File: src/sv/msrd_pkg.sv
// msrd_pkg: shared types and constants for the map stream RLE deframer.
// No dependencies; imported by the interfaces and by every module.
package msrd_pkg;

    localparam int BYTE_W      = 8;
    localparam int LEN_W       = 32;
    localparam int CFG_INDEX_W = 8;

    localparam logic [BYTE_W-1:0] DELIM_RESET = 8'd59;
    localparam logic [BYTE_W-1:0] TERM_RESET  = 8'd254;

    localparam logic [CFG_INDEX_W-1:0] CFG_DELIMITER  = 8'd0;
    localparam logic [CFG_INDEX_W-1:0] CFG_TERMINATOR = 8'd1;

    localparam logic [2:0] RECORD_LAST = 3'd4;

    typedef enum logic [1:0] {
        SEC_ID      = 2'd0,
        SEC_DATE    = 2'd1,
        SEC_META    = 2'd2,
        SEC_RECORDS = 2'd3
    } sec_t;

    typedef enum logic [2:0] {
        KIND_ID   = 3'd0,
        KIND_DATE = 3'd1,
        KIND_META = 3'd2,
        KIND_RUN  = 3'd3,
        KIND_END  = 3'd4
    } kind_t;

    typedef struct packed {
        sec_t             section;
        logic [2:0]       record_position;
        logic [LEN_W-1:0] record_bytes;
    } parse_state_t;

    typedef struct packed {
        logic [BYTE_W-1:0] delimiter_byte;
        logic [BYTE_W-1:0] terminator_byte;
    } cfg_t;

    typedef struct packed {
        logic              valid;
        kind_t             kind;
        logic [BYTE_W-1:0] text_byte;
        logic [BYTE_W-1:0] run_value;
        logic [LEN_W-1:0]  run_length;
    } result_t;

endpackage

File: src/sv/msrd_if.sv
// Stream and configuration channel interfaces for the deframer.
// Depends on msrd_pkg.
interface msrd_in_if;
    import msrd_pkg::*;
    logic              valid;
    logic              ready;
    logic [BYTE_W-1:0] rx_byte;

    modport source (output valid, output rx_byte, input ready);
    modport sink   (input valid, input rx_byte, output ready);
endinterface

interface msrd_out_if;
    import msrd_pkg::*;
    logic              valid;
    logic              ready;
    logic [2:0]        kind;
    logic [BYTE_W-1:0] text_byte;
    logic [BYTE_W-1:0] run_value;
    logic [LEN_W-1:0]  run_length;

    modport source (output valid, output kind, output text_byte, output run_value,
                    output run_length, input ready);
    modport sink   (input valid, input kind, input text_byte, input run_value,
                    input run_length, output ready);
endinterface

interface msrd_cfg_if;
    import msrd_pkg::*;
    logic                   valid;
    logic                   ready;
    logic [CFG_INDEX_W-1:0] index;
    logic [BYTE_W-1:0]      data;

    modport source (output valid, output index, output data, input ready);
    modport sink   (input valid, input index, input data, output ready);
endinterface

File: src/sv/map_stream_rle_deframer.sv
// map_stream_rle_deframer: byte stream to tagged text bytes and pixel runs.
// Path: input reg, then combinational decode, then result reg for bytes that yield one.
// Throughput: one byte per cycle unless a stalled result holds the next result byte and rx.
// Reset (rst_n, async low): section id, record empty, both registers empty,
// delimiter 59 and terminator 254. Depends on msrd_pkg, msrd_if, msrd_parse, msrd_outreg.
module map_stream_rle_deframer
(
    input  logic       clk,
    input  logic       rst_n,
    msrd_in_if.sink    rx,
    msrd_out_if.source tx,
    msrd_cfg_if.sink   cfg
);
    import msrd_pkg::*;

    logic              in_valid_reg;
    logic [BYTE_W-1:0] in_byte_reg;
    parse_state_t      state_reg;
    parse_state_t      state_next;
    cfg_t              cfg_reg;
    result_t           res;
    logic              out_free;
    logic              step;

    assign step      = in_valid_reg && (!res.valid || out_free);
    assign rx.ready  = !in_valid_reg || step;
    assign cfg.ready = 1'b1;

    msrd_parse u_parse
    (
        .cur     (state_reg),
        .rx_byte (in_byte_reg),
        .cfg     (cfg_reg),
        .nxt     (state_next),
        .res     (res)
    );

    msrd_outreg u_outreg
    (
        .clk   (clk),
        .rst_n (rst_n),
        .load  (step && res.valid),
        .res   (res),
        .free  (out_free),
        .tx    (tx)
    );

    always_ff @(posedge clk or negedge rst_n)
    begin
        if (!rst_n)
        begin
            in_valid_reg              <= 1'b0;
            state_reg.section         <= SEC_ID;
            state_reg.record_position <= '0;
            state_reg.record_bytes    <= '0;
            cfg_reg.delimiter_byte    <= DELIM_RESET;
            cfg_reg.terminator_byte   <= TERM_RESET;
        end
        else
        begin
            if (rx.valid && rx.ready)
            begin
                in_valid_reg <= 1'b1;
            end
            else if (step)
            begin
                in_valid_reg <= 1'b0;
            end
            if (step)
            begin
                state_reg <= state_next;
            end
            if (cfg.valid && cfg.ready)
            begin
                if (cfg.index == CFG_DELIMITER)
                begin
                    cfg_reg.delimiter_byte <= cfg.data;
                end
                else if (cfg.index == CFG_TERMINATOR)
                begin
                    cfg_reg.terminator_byte <= cfg.data;
                end
            end
        end
    end

    always_ff @(posedge clk)
    begin
        if (rx.valid && rx.ready)
        begin
            in_byte_reg <= rx.rx_byte;
        end
    end

endmodule

File: src/sv/msrd_parse.sv
// msrd_parse: per-byte section/record decode, next state and result.
// Purely combinational; depends on msrd_pkg.
module msrd_parse
(
    input  msrd_pkg::parse_state_t     cur,
    input  logic [msrd_pkg::BYTE_W-1:0] rx_byte,
    input  msrd_pkg::cfg_t             cfg,
    output msrd_pkg::parse_state_t     nxt,
    output msrd_pkg::result_t          res
);
    import msrd_pkg::*;

    logic [LEN_W-1:0] term4;
    logic             is_end;

    assign term4  = {4{cfg.terminator_byte}};
    assign is_end = (cur.record_bytes == term4) && (rx_byte == cfg.terminator_byte);

    always_comb
    begin
        nxt            = cur;
        res.valid      = 1'b0;
        res.kind       = KIND_ID;
        res.text_byte  = '0;
        res.run_value  = '0;
        res.run_length = '0;
        if (cur.section != SEC_RECORDS)
        begin
            if (rx_byte == cfg.delimiter_byte)
            begin
                nxt.section         = sec_t'(2'(cur.section) + 2'd1);
                nxt.record_position = '0;
                nxt.record_bytes    = '0;
            end
            else
            begin
                res.valid     = 1'b1;
                res.kind      = kind_t'({1'b0, 2'(cur.section)});
                res.text_byte = rx_byte;
            end
        end
        else if (cur.record_position < RECORD_LAST)
        begin
            nxt.record_bytes    = {cur.record_bytes[LEN_W-BYTE_W-1:0], rx_byte};
            nxt.record_position = cur.record_position + 3'd1;
        end
        else
        begin
            nxt.record_position = '0;
            nxt.record_bytes    = '0;
            res.valid           = 1'b1;
            if (is_end)
            begin
                nxt.section = SEC_ID;
                res.kind    = KIND_END;
            end
            else
            begin
                res.kind       = KIND_RUN;
                res.run_value  = cur.record_bytes[LEN_W-1 -: BYTE_W];
                res.run_length = {cur.record_bytes[LEN_W-BYTE_W-1:0], rx_byte};
            end
        end
    end

endmodule

File: src/sv/msrd_outreg.sv
// msrd_outreg: result register driving the output channel.
// Depends on msrd_pkg and msrd_out_if.
module msrd_outreg
(
    input  logic              clk,
    input  logic              rst_n,
    input  logic              load,
    input  msrd_pkg::result_t res,
    output logic              free,
    msrd_out_if.source        tx
);
    import msrd_pkg::*;

    logic              valid_reg;
    logic [2:0]        kind_reg;
    logic [BYTE_W-1:0] text_reg;
    logic [BYTE_W-1:0] value_reg;
    logic [LEN_W-1:0]  length_reg;

    assign free = !valid_reg || tx.ready;

    always_ff @(posedge clk or negedge rst_n)
    begin
        if (!rst_n)
        begin
            valid_reg <= 1'b0;
        end
        else if (load)
        begin
            valid_reg <= 1'b1;
        end
        else if (tx.ready)
        begin
            valid_reg <= 1'b0;
        end
    end

    always_ff @(posedge clk)
    begin
        if (load)
        begin
            kind_reg   <= 3'(res.kind);
            text_reg   <= res.text_byte;
            value_reg  <= res.run_value;
            length_reg <= res.run_length;
        end
    end

    assign tx.valid      = valid_reg;
    assign tx.kind       = kind_reg;
    assign tx.text_byte  = text_reg;
    assign tx.run_value  = value_reg;
    assign tx.run_length = length_reg;

endmodule

File: src/flat_wrapper.sv
// flat-port wrapper written by rule: the top's interface ports become plain ports
module map_stream_rle_deframer_flat import msrd_pkg::*;
  (clk, rst_n, rx_valid, rx_rx_byte, rx_ready, tx_valid, tx_kind, tx_text_byte, tx_run_value, tx_run_length, tx_ready, cfg_valid, cfg_index, cfg_data, cfg_ready);
  msrd_in_if rx_i ();
  msrd_out_if tx_i ();
  msrd_cfg_if cfg_i ();
  input  logic clk;
  input  logic rst_n;
  input wire logic [$bits(rx_i.valid)-1:0] rx_valid;
  input wire logic [$bits(rx_i.rx_byte)-1:0] rx_rx_byte;
  output wire logic [$bits(rx_i.ready)-1:0] rx_ready;
  output wire logic [$bits(tx_i.valid)-1:0] tx_valid;
  output wire logic [$bits(tx_i.kind)-1:0] tx_kind;
  output wire logic [$bits(tx_i.text_byte)-1:0] tx_text_byte;
  output wire logic [$bits(tx_i.run_value)-1:0] tx_run_value;
  output wire logic [$bits(tx_i.run_length)-1:0] tx_run_length;
  input wire logic [$bits(tx_i.ready)-1:0] tx_ready;
  input wire logic [$bits(cfg_i.valid)-1:0] cfg_valid;
  input wire logic [$bits(cfg_i.index)-1:0] cfg_index;
  input wire logic [$bits(cfg_i.data)-1:0] cfg_data;
  output wire logic [$bits(cfg_i.ready)-1:0] cfg_ready;
  assign rx_i.valid = rx_valid;
  assign rx_i.rx_byte = rx_rx_byte;
  assign rx_ready = rx_i.ready;
  assign tx_valid = tx_i.valid;
  assign tx_kind = tx_i.kind;
  assign tx_text_byte = tx_i.text_byte;
  assign tx_run_value = tx_i.run_value;
  assign tx_run_length = tx_i.run_length;
  assign tx_i.ready = tx_ready;
  assign cfg_i.valid = cfg_valid;
  assign cfg_i.index = cfg_index;
  assign cfg_i.data = cfg_data;
  assign cfg_ready = cfg_i.ready;
  map_stream_rle_deframer u_core (.clk(clk), .rst_n(rst_n), .rx(rx_i), .tx(tx_i), .cfg(cfg_i));
endmodule
File: config.mk
export PLATFORM = sky130hd
export DESIGN_NAME = map_stream_rle_deframer_flat
export DESIGN_NICKNAME = d
export VERILOG_FILES = /design/src/sv/msrd_pkg.sv /design/src/sv/msrd_if.sv /design/src/sv/map_stream_rle_deframer.sv /design/src/sv/msrd_parse.sv /design/src/sv/msrd_outreg.sv /design/src/flat_wrapper.sv
export SDC_FILE = /design/constraint.sdc
export NUM_CORES = 1
export LEC_CHECK = 0
export BUFFER_PORTS_ARGS = -buffer_cell sky130_fd_sc_hd__buf_2
export CORE_UTILIZATION = 25
export DETAILED_ROUTE_END_ITERATION = 10
export SYNTH_ARGS = -nofsm -noshare
export SYNTH_HDL_FRONTEND = slang
export SYNTH_SLANG_ARGS = --single-unit
File: constraint.sdc
create_clock -name clk -period 7 [get_ports clk]
set_clock_uncertainty 0.2 [all_clocks]
set_input_delay 0.35 -clock clk [delete_from_list [all_inputs] [get_ports clk]]
set_output_delay 0.35 -clock clk [all_outputs]
set_load 0.03 [all_outputs]
==> qor.csv, run 1 <==
metric;value;unit
Yosys cell types;39;
core footprint;17960;um^2
Top Usage Layer GRT;met2;
first-pass GRT wire length;16.48;mm
# rows;49;
share of cells above drive strength 1;0.3545;
Root Buffer;clkbuf_16;
vias in the first global route;2982;
HP Class;in2reg;
CTS Sinks;114;
Seq/Total Area, Yosys;0.6894;
DR vias;2897;
PostCTS Resize Cnt;0;
CP delay by family, top;compound AO/OA/AOI/OAI gates;
Worst-path clk slew;0.05;ns
fin area;6055;um^2
drt first pass iters;4;
Mapped Cells;308;
Synth async-reset ratio;0.4825;
worst-margin pin slew;1.265;ns
max reg flops;37;
CTS tree;done;
pin count of the biggest net entering global routing;56;
critical path class;reg2out;
DR iter-0 viols;174;
die area;18900;um^2
Die X;137.5;um
power per cell area;301.5;nW/um^2
initial antenna violation count;0;
Final Max Slew Viols;0;
Initial Utilization;0.2554;
Die H;137.5;um
Worst slew margin;0.1565;
H-tree depth;4;
Post-synth EDFFs;59;
DR vias/cell;4.423;
synthesis-to-finish area growth;31.96;%
worst-path cell chain;xor2_1 > nor4_1 > a21oi_1 > o21ai_0 > or2_2 > buf_2;
Total GRT Usage;0.1228;
antenna-violating nets left;0;
Fin. Hold Viols;0;
# setup viols final;0;
CTS Buf Count;17;
Final period util;0.4547;
Total Routed Length;10.72;mm
fillers;1774;
grt ovf;0;
Hold WS;0.01060;ns
worst skew pair latency;0.41;ns
crit end category;output port;
shortest period the worst path allows;3.183;ns
num ports;83;
Arrival @ worst endpoint;2.63;ns
Peak Freq;314.2;MHz
maxcap violations;0;
critical-path maximum fanout;12;
antenna cells;0;
met1 Use GR;0.1497;
required time of the critical path;6.45;ns
Post-DP HPWL;7.602;mm
Global Route met2 Usage;0.1963;
DR WL/cell;16.37;um
CP Buf/Inv Count;1;
synthesized area;4588;um^2
area of the multi-input gates;1365;um^2
crit start category;flop;
met3 GRT Util;0.04673;
placer congestion estimate;0.7765;
RSZ-0062 raised after global routing;false;
Storage cell area;3163;um^2
nets;444;
Pleak;2.630;nW
residual DRC count;0;
Synthesized Nets;339;
Primary FF master, synth;edfxtp_1;
CP max stage cell;a21oi_1;
Synth Register Bits;114;
placed cell areas;5250;um^2
Peak VDD IR;0.1691;mV
mean area per synthesized cell;14.90;um^2
slowest stage delay, CP;0.55;ns
Port-buffer cells;81;
Clock Path Buffers;2;
setup_tns;0;ns
synthesis warning total;0;
outcome;finished clean;
cells by family (layout without fill, tap and decap cells):
| family | Yosys count | count (layout) | synth area share |
|---|---|---|---|
| AO/OA/AOI/OAI | 44 | 44 | 0.08345 |
| XOR/XNOR | 13 | 13 | 0.02482 |
| adder cells (fa/ha/maj) | 2 | 2 | 0.005453 |
| buffers and inverters | 16 | 134 | 0.01472 |
| flip-flops | 114 | 114 | 0.6894 |
| multiplexers | 23 | 23 | 0.05590 |
| other | 1 | 1 | 0.0008173 |
| AND/OR/NAND/NOR | 95 | 95 | 0.1254 |
synth_stat cells (all sizes together), types with 2 or more instances:
master,instances,area share
nand4,8,0.011
nand3,2,0.0022
xor2,11,0.021
or2,2,0.0027
nor2,5,0.0041
nand2b,3,0.0041
dfrtp,43,0.23
nor4,5,0.0068
o2111ai,2,0.0038
or4,7,0.011
xnor2,2,0.0038
a21o,3,0.0052
ha,2,0.0055
edfxtp,59,0.39
nor3,5,0.0065
buf,5,0.0057
nand2,6,0.0049
mux2i,5,0.011
and2,49,0.067
dfstp,12,0.069
a22o,34,0.065
mux2,18,0.045
o21ai,2,0.0022
clkbuf,9,0.0074
inv,2,0.0016
what timing repair did:
| action | CTS | global route |
|---|---|---|
| endpoints found under the setup margin | 0 | 0 |
| buffers inserted | 0 | 0 |
| hold buffers | 16 | 0 |
| endpoints found under the hold margin | 64 | 0 |
power by group:
group | switching, mW | internal [mW] | leakage (nW)
clock | 0.293 | 0.646 | 0.312
combinational | 0.0830 | 0.0412 | 1.01
sequential | 0.0181 | 0.744 | 1.30
total | 0.394 | 1.43 | 2.63
layer usage:
layer,vias up,part of all wire
li1,1356,-
met1,1447,0.44
met2,84,0.48
met3,10,0.063
met4,0,0.015
met5,-,0
path summary, 6_finish.rpt:
path                                 startpoint  cells after the start                         endpoint  slack [ns]
hold / removal                      cfg_data[5]                      2                u_core.cfg_reg[5]        0.01
hold reg to reg            u_core.state_reg[33]                      1             u_core.state_reg[33]        0.34
max in group asynchronous                 rst_n                      3              u_core.state_reg[0]        5.73
min in group asynchronous                 rst_n                      3         u_core.u_outreg.tx.valid        0.40
setup / recovery              u_core.cfg_reg[8]                      6                         rx_ready        3.82
setup reg to reg              u_core.cfg_reg[8]                      6  u_core.u_outreg.tx.text_byte[4]        4.06
layout make-up:
cell class,count,area share
multi-input cells,178,0.2255
inverters,2,0.001240
flip-flops and latches,114,0.5224
well taps,229,0.04732
clock buffers,21,0.07605
repair buffers,100,0.09713
clock inverters,11,0.03038
metrics by stage:
stage / utilization / cells / total power [mW] / setup WS (ns)
2_1_floorplan: - / 308 / 0.8448 / 3.019
3_3_place_gp: 0.2923 / 607 / 0.8922 / 4.158
3_5_place_dp: 0.2923 / 607 / 0.8959 / 4.032
4_1_cts: 0.3370 / 655 / 1.842 / 3.773
5_1_grt: 0.3370 / 655 / 1.888 / 3.629
6_report: 0.3370 / 655 / 1.826 / 3.817
layout by cell type (no fill, tap or decap), types with 2 or more instances in the layout:
master / n
clkbuf_1: 2
nand4_1: 8
nor3_1: 4
nor4_1: 5
a22o_1: 32
clkinv_1: 2
xnor2_1: 2
mux2_2: 17
or4_1: 7
nand3_1: 2
o2111ai_1: 2
dfrtp_1: 43
clkbuf_8: 2
o21ai_0: 2
or2_2: 2
nand2_1: 6
a22o_2: 2
dlygate4sd3_1: 16
buf_4: 3
bufinv_16: 5
dfstp_2: 12
edfxtp_1: 59
inv_1: 2
clkinv_2: 2
nand2b_1: 3
mux2i_1: 5
ha_1: 2
a21o_1: 2
nor2_1: 5
and2_1: 48
buf_2: 81
clkbuf_16: 17
xor2_1: 11
Power figures use the tool's default switching activity.
==> run 2: changes to the inputs <==
--- a/config.mk
+++ b/config.mk
@@ -5,6 +5,7 @@
 export SDC_FILE = /design/constraint.sdc
 export NUM_CORES = 1
 export LEC_CHECK = 0
+export ABC_AREA = 1
 export BUFFER_PORTS_ARGS = -buffer_cell sky130_fd_sc_hd__buf_2
 export CORE_UTILIZATION = 25
 export DETAILED_ROUTE_END_ITERATION = 10
==> constraint.sdc (replaced) <==
create_clock -name clk -period 3.11 [get_ports clk]
set_clock_uncertainty 0.2 [all_clocks]
set_input_delay 0.1555 -clock clk [delete_from_list [all_inputs] [get_ports clk]]
set_output_delay 0.1555 -clock clk [all_outputs]
set_load 0.03 [all_outputs]
==> qor.csv, run 2 <==
metric;value;unit;change
outcome;finished clean;;unchanged
residual DRC count;0;;unchanged
crit start category;flop;;unchanged
power per cell area;696.4;nW/um^2;was 301.5 nW/um^2
antenna-violating nets left;0;;unchanged
# rows;51;;was 49
Peak VDD IR;0.3878;mV;was 0.1691 mV
Seq/Total Area, Yosys;0.6181;;was 0.6894
vias in the first global route;3447;;was 2982
antenna cells;0;;unchanged
Synth Register Bits;114;;unchanged
CP max stage cell;dlygate4sd3_1;;was a21oi_1
Final Max Slew Viols;0;;unchanged
Yosys cell types;27;;was 39
Total GRT Usage;0.1194;;was 0.1228
grt ovf;0;;unchanged
DR vias;3502;;was 2897
DR vias/cell;4.077;;was 4.423
Final period util;0.9405;;
Pleak;2.933;nW;was 2.630 nW
Die X;145.1;um;was 137.5 um
Primary FF master, synth;edfxtp_1;;unchanged
mean area per synthesized cell;10.75;um^2;was 14.90 um^2
Mapped Cells;476;;was 308
setup_tns;0;ns;unchanged
DR WL/cell;13.88;um;was 16.37 um
Post-synth EDFFs;59;;unchanged
num ports;83;;unchanged
required time of the critical path;3.26;ns;was 6.45 ns
critical path class;reg2reg;;was reg2out
synthesis warning total;0;;unchanged
Synth top cells by count;103 x nand2_1, 67 x nor2_1, 59 x edfxtp_1, 59 x inv_1, 43 x dfrtp_1;;was 59 x edfxtp_1, 48 x and2_1, 43 x dfrtp_1, 32 x a22o_1, 17 x mux2_2
DR iter-0 viols;188;;was 174
placer congestion estimate;0.7886;;was 0.7765
initial antenna violation count;0;;unchanged
worst skew pair latency;0.42;ns;was 0.41 ns
core footprint;19780;um^2;was 17960 um^2
commonest non-fill, non-tap cell in the layout;nand2_1;;was buf_2
cell types occupying the most area after synthesis;edfxtp_1 35%, dfrtp_1 21%, nand2_1 7.6%;;was edfxtp_1 39%, dfrtp_1 23%, dfstp_2 6.9%
Total Routed Length;11.92;mm;was 10.72 mm
critical-path maximum fanout;11;;was 12
Hold WS;0.2221;ns;was 0.01060 ns
Root Buffer;clkbuf_16;;unchanged
synthesis-to-finish area growth;28.61;%;was 31.96%
CTS Sinks;114;;unchanged
pin count of the biggest net entering global routing;56;;unchanged
Worst-path clk slew;0.05;ns;about the same
RSZ-0062 raised after global routing;false;;unchanged
most frequent cell after synthesis;nand2_1;;was edfxtp_1
CTS Buf Count;17;;unchanged
utilization after layout;0.3327;;was 0.3370
max reg flops;37;;unchanged
crit-path most repeated cell;nand2_1;;
top-area cell type share of the netlist area;0.3462;;was 0.3861
HP Class;in2reg;;unchanged
# setup viols final;0;;unchanged
share of cells above drive strength 1;0.2896;;was 0.3545
die area;21050;um^2;was 18900 um^2
slowest stage delay, CP;0.58;ns;was 0.55 ns
drt first pass iters;4;;unchanged
shortest period the worst path allows;2.925;ns;
H-tree depth;4;;unchanged
Clock Path Buffers;2;;unchanged
cell taking the most area after synthesis;edfxtp_1;;unchanged
Die H;145.1;um;was 137.5 um
Post-DP HPWL;8.332;mm;was 7.602 mm
first-pass GRT wire length;19.15;mm;was 16.48 mm
Peak Freq;341.9;MHz;
maxcap violations;0;;unchanged
Synth async-reset ratio;0.4825;;unchanged
Synthesized Nets;507;;was 339
CTS tree;done;;unchanged
synthesized area;5117;um^2;was 4588 um^2
nets;612;;was 444
Worst slew margin;0.5028;;was 0.1565
Initial Utilization;0.2587;;was 0.2554
crit end category;flop;;was output port
worst-path cell chain;inv_2 > nand2_1 > nand2_1 > nand2_1 > nor2_1 > nand2_1 > nand2_4 > nand2_1 > nand4_1 > nand2_1 > dlygate4sd3_1 > nand2_1 > dlygate4sd3_1;;was xor2_1 > nor4_1 > a21oi_1 > o21ai_0 > or2_2 > buf_2
Port-buffer cells;81;;unchanged
Fin. Hold Viols;0;;unchanged
worst-margin pin slew;0.7458;ns;was 1.265 ns
Arrival @ worst endpoint;3.08;ns;was 2.63 ns
commonest cells after routing, fill and taps aside;103 x nand2_1, 81 x buf_2, 67 x nor2_1;;was 81 x buf_2, 59 x edfxtp_1, 48 x and2_1
-- run 2: cell types whose count changed in the layout (fill, tap and decap cells not counted), moves of 18 or more --
cell     before  now
inv_1         2   58
a22o_1       32    0
and2_1       48    0
o22ai_2       0   30
o21ai_0       2   25
xnor2_1       2   20
nor2_1        5   67
nand2_1       6  103
-- run 2: kinds of logic after synthesis --
logic type,synth area share
xor+xnor,0.03594
compound gates,0.1044
buf+inv,0.08264
fa+ha+maj,0.004889
other cells,0.0007328
simple gates,0.1533
flops,0.6181
-- run 2: final timing paths --
check,endpoint,cells after the start,startpoint,slack (ns)
max in group asynchronous,u_core.cfg_reg[15],3,rst_n,1.97
worst min register to register,u_core.state_reg[33],2,u_core.state_reg[33],0.30
worst min-delay path,u_core.cfg_reg[8],4,cfg_index[0],0.22
min in group asynchronous,u_core.state_reg[35],3,rst_n,0.23
worst max-delay path,u_core.in_valid_reg,13,u_core.in_byte_reg[0],0.19
worst max register to register,u_core.in_valid_reg,13,u_core.in_byte_reg[0],0.19
-- run 2: timing repair --
item / in CTS / in global routing
hold buffers: 21 / 0
setup buffers: 0 / 1
setup endpoints to repair: 0 / 1
endpoints found under the hold margin: 69 / 0
resized for setup: 0 / 1
-- run 2: cell type report --
class	instances	area (um^2)
Clock buffer	22	484.2
Clock inverter	10	153.9
Fill cell	2023	13200
Inverter	67	254.0
Multi-Input combinational cell	275	1536
Sequential cell	114	3163
Tap cell	265	331.6
Timing Repair Buffer	106	658.1
-- run 2: through the flow --
step / area [um^2] / instances / power, mW / setup slack [ns]
global placement: 5720 / 805 / 2.508 / 0.6409
floorplan: 5117 / 476 / 2.309 / 0.3288
finish: 6581 / 859 / 4.583 / 0.1850
detailed placement: 5720 / 805 / 2.514 / 0.5782
CTS: 6569 / 858 / 4.630 / 0.1517
global route: 6581 / 859 / 4.764 / 0.02235
-- run 2: worst max-delay path: cells and delay by family (launching register included) --
family / cells / cell delay [ns]
buf+inv: 3 / 1.28
flops: 1 / 0.48
simple gates: 10 / 0.89
-- run 2: where the power goes --
part           switching (mW)  total, mW  leakage [nW]  internal, mW
clock network           0.665       2.08         0.320          1.42
logic                   0.414      0.635          1.46         0.222
registers              0.0903       1.86          1.15          1.77
-- run 2: per-layer routing --
| metal | track usage | vias up | share of wire | wire length, um |
|---|---|---|---|---|
| li1 | - | 1755 | - | - |
| met1 | 0.1711 | 1656 | 0.51 | 6127 |
| met2 | 0.1692 | 86 | 0.43 | 5112 |
| met3 | 0.03553 | 5 | 0.050 | 598 |
| met4 | 0.04105 | 0 | 0.0071 | 85 |
| met5 | 0 | - | 0 | 0 |
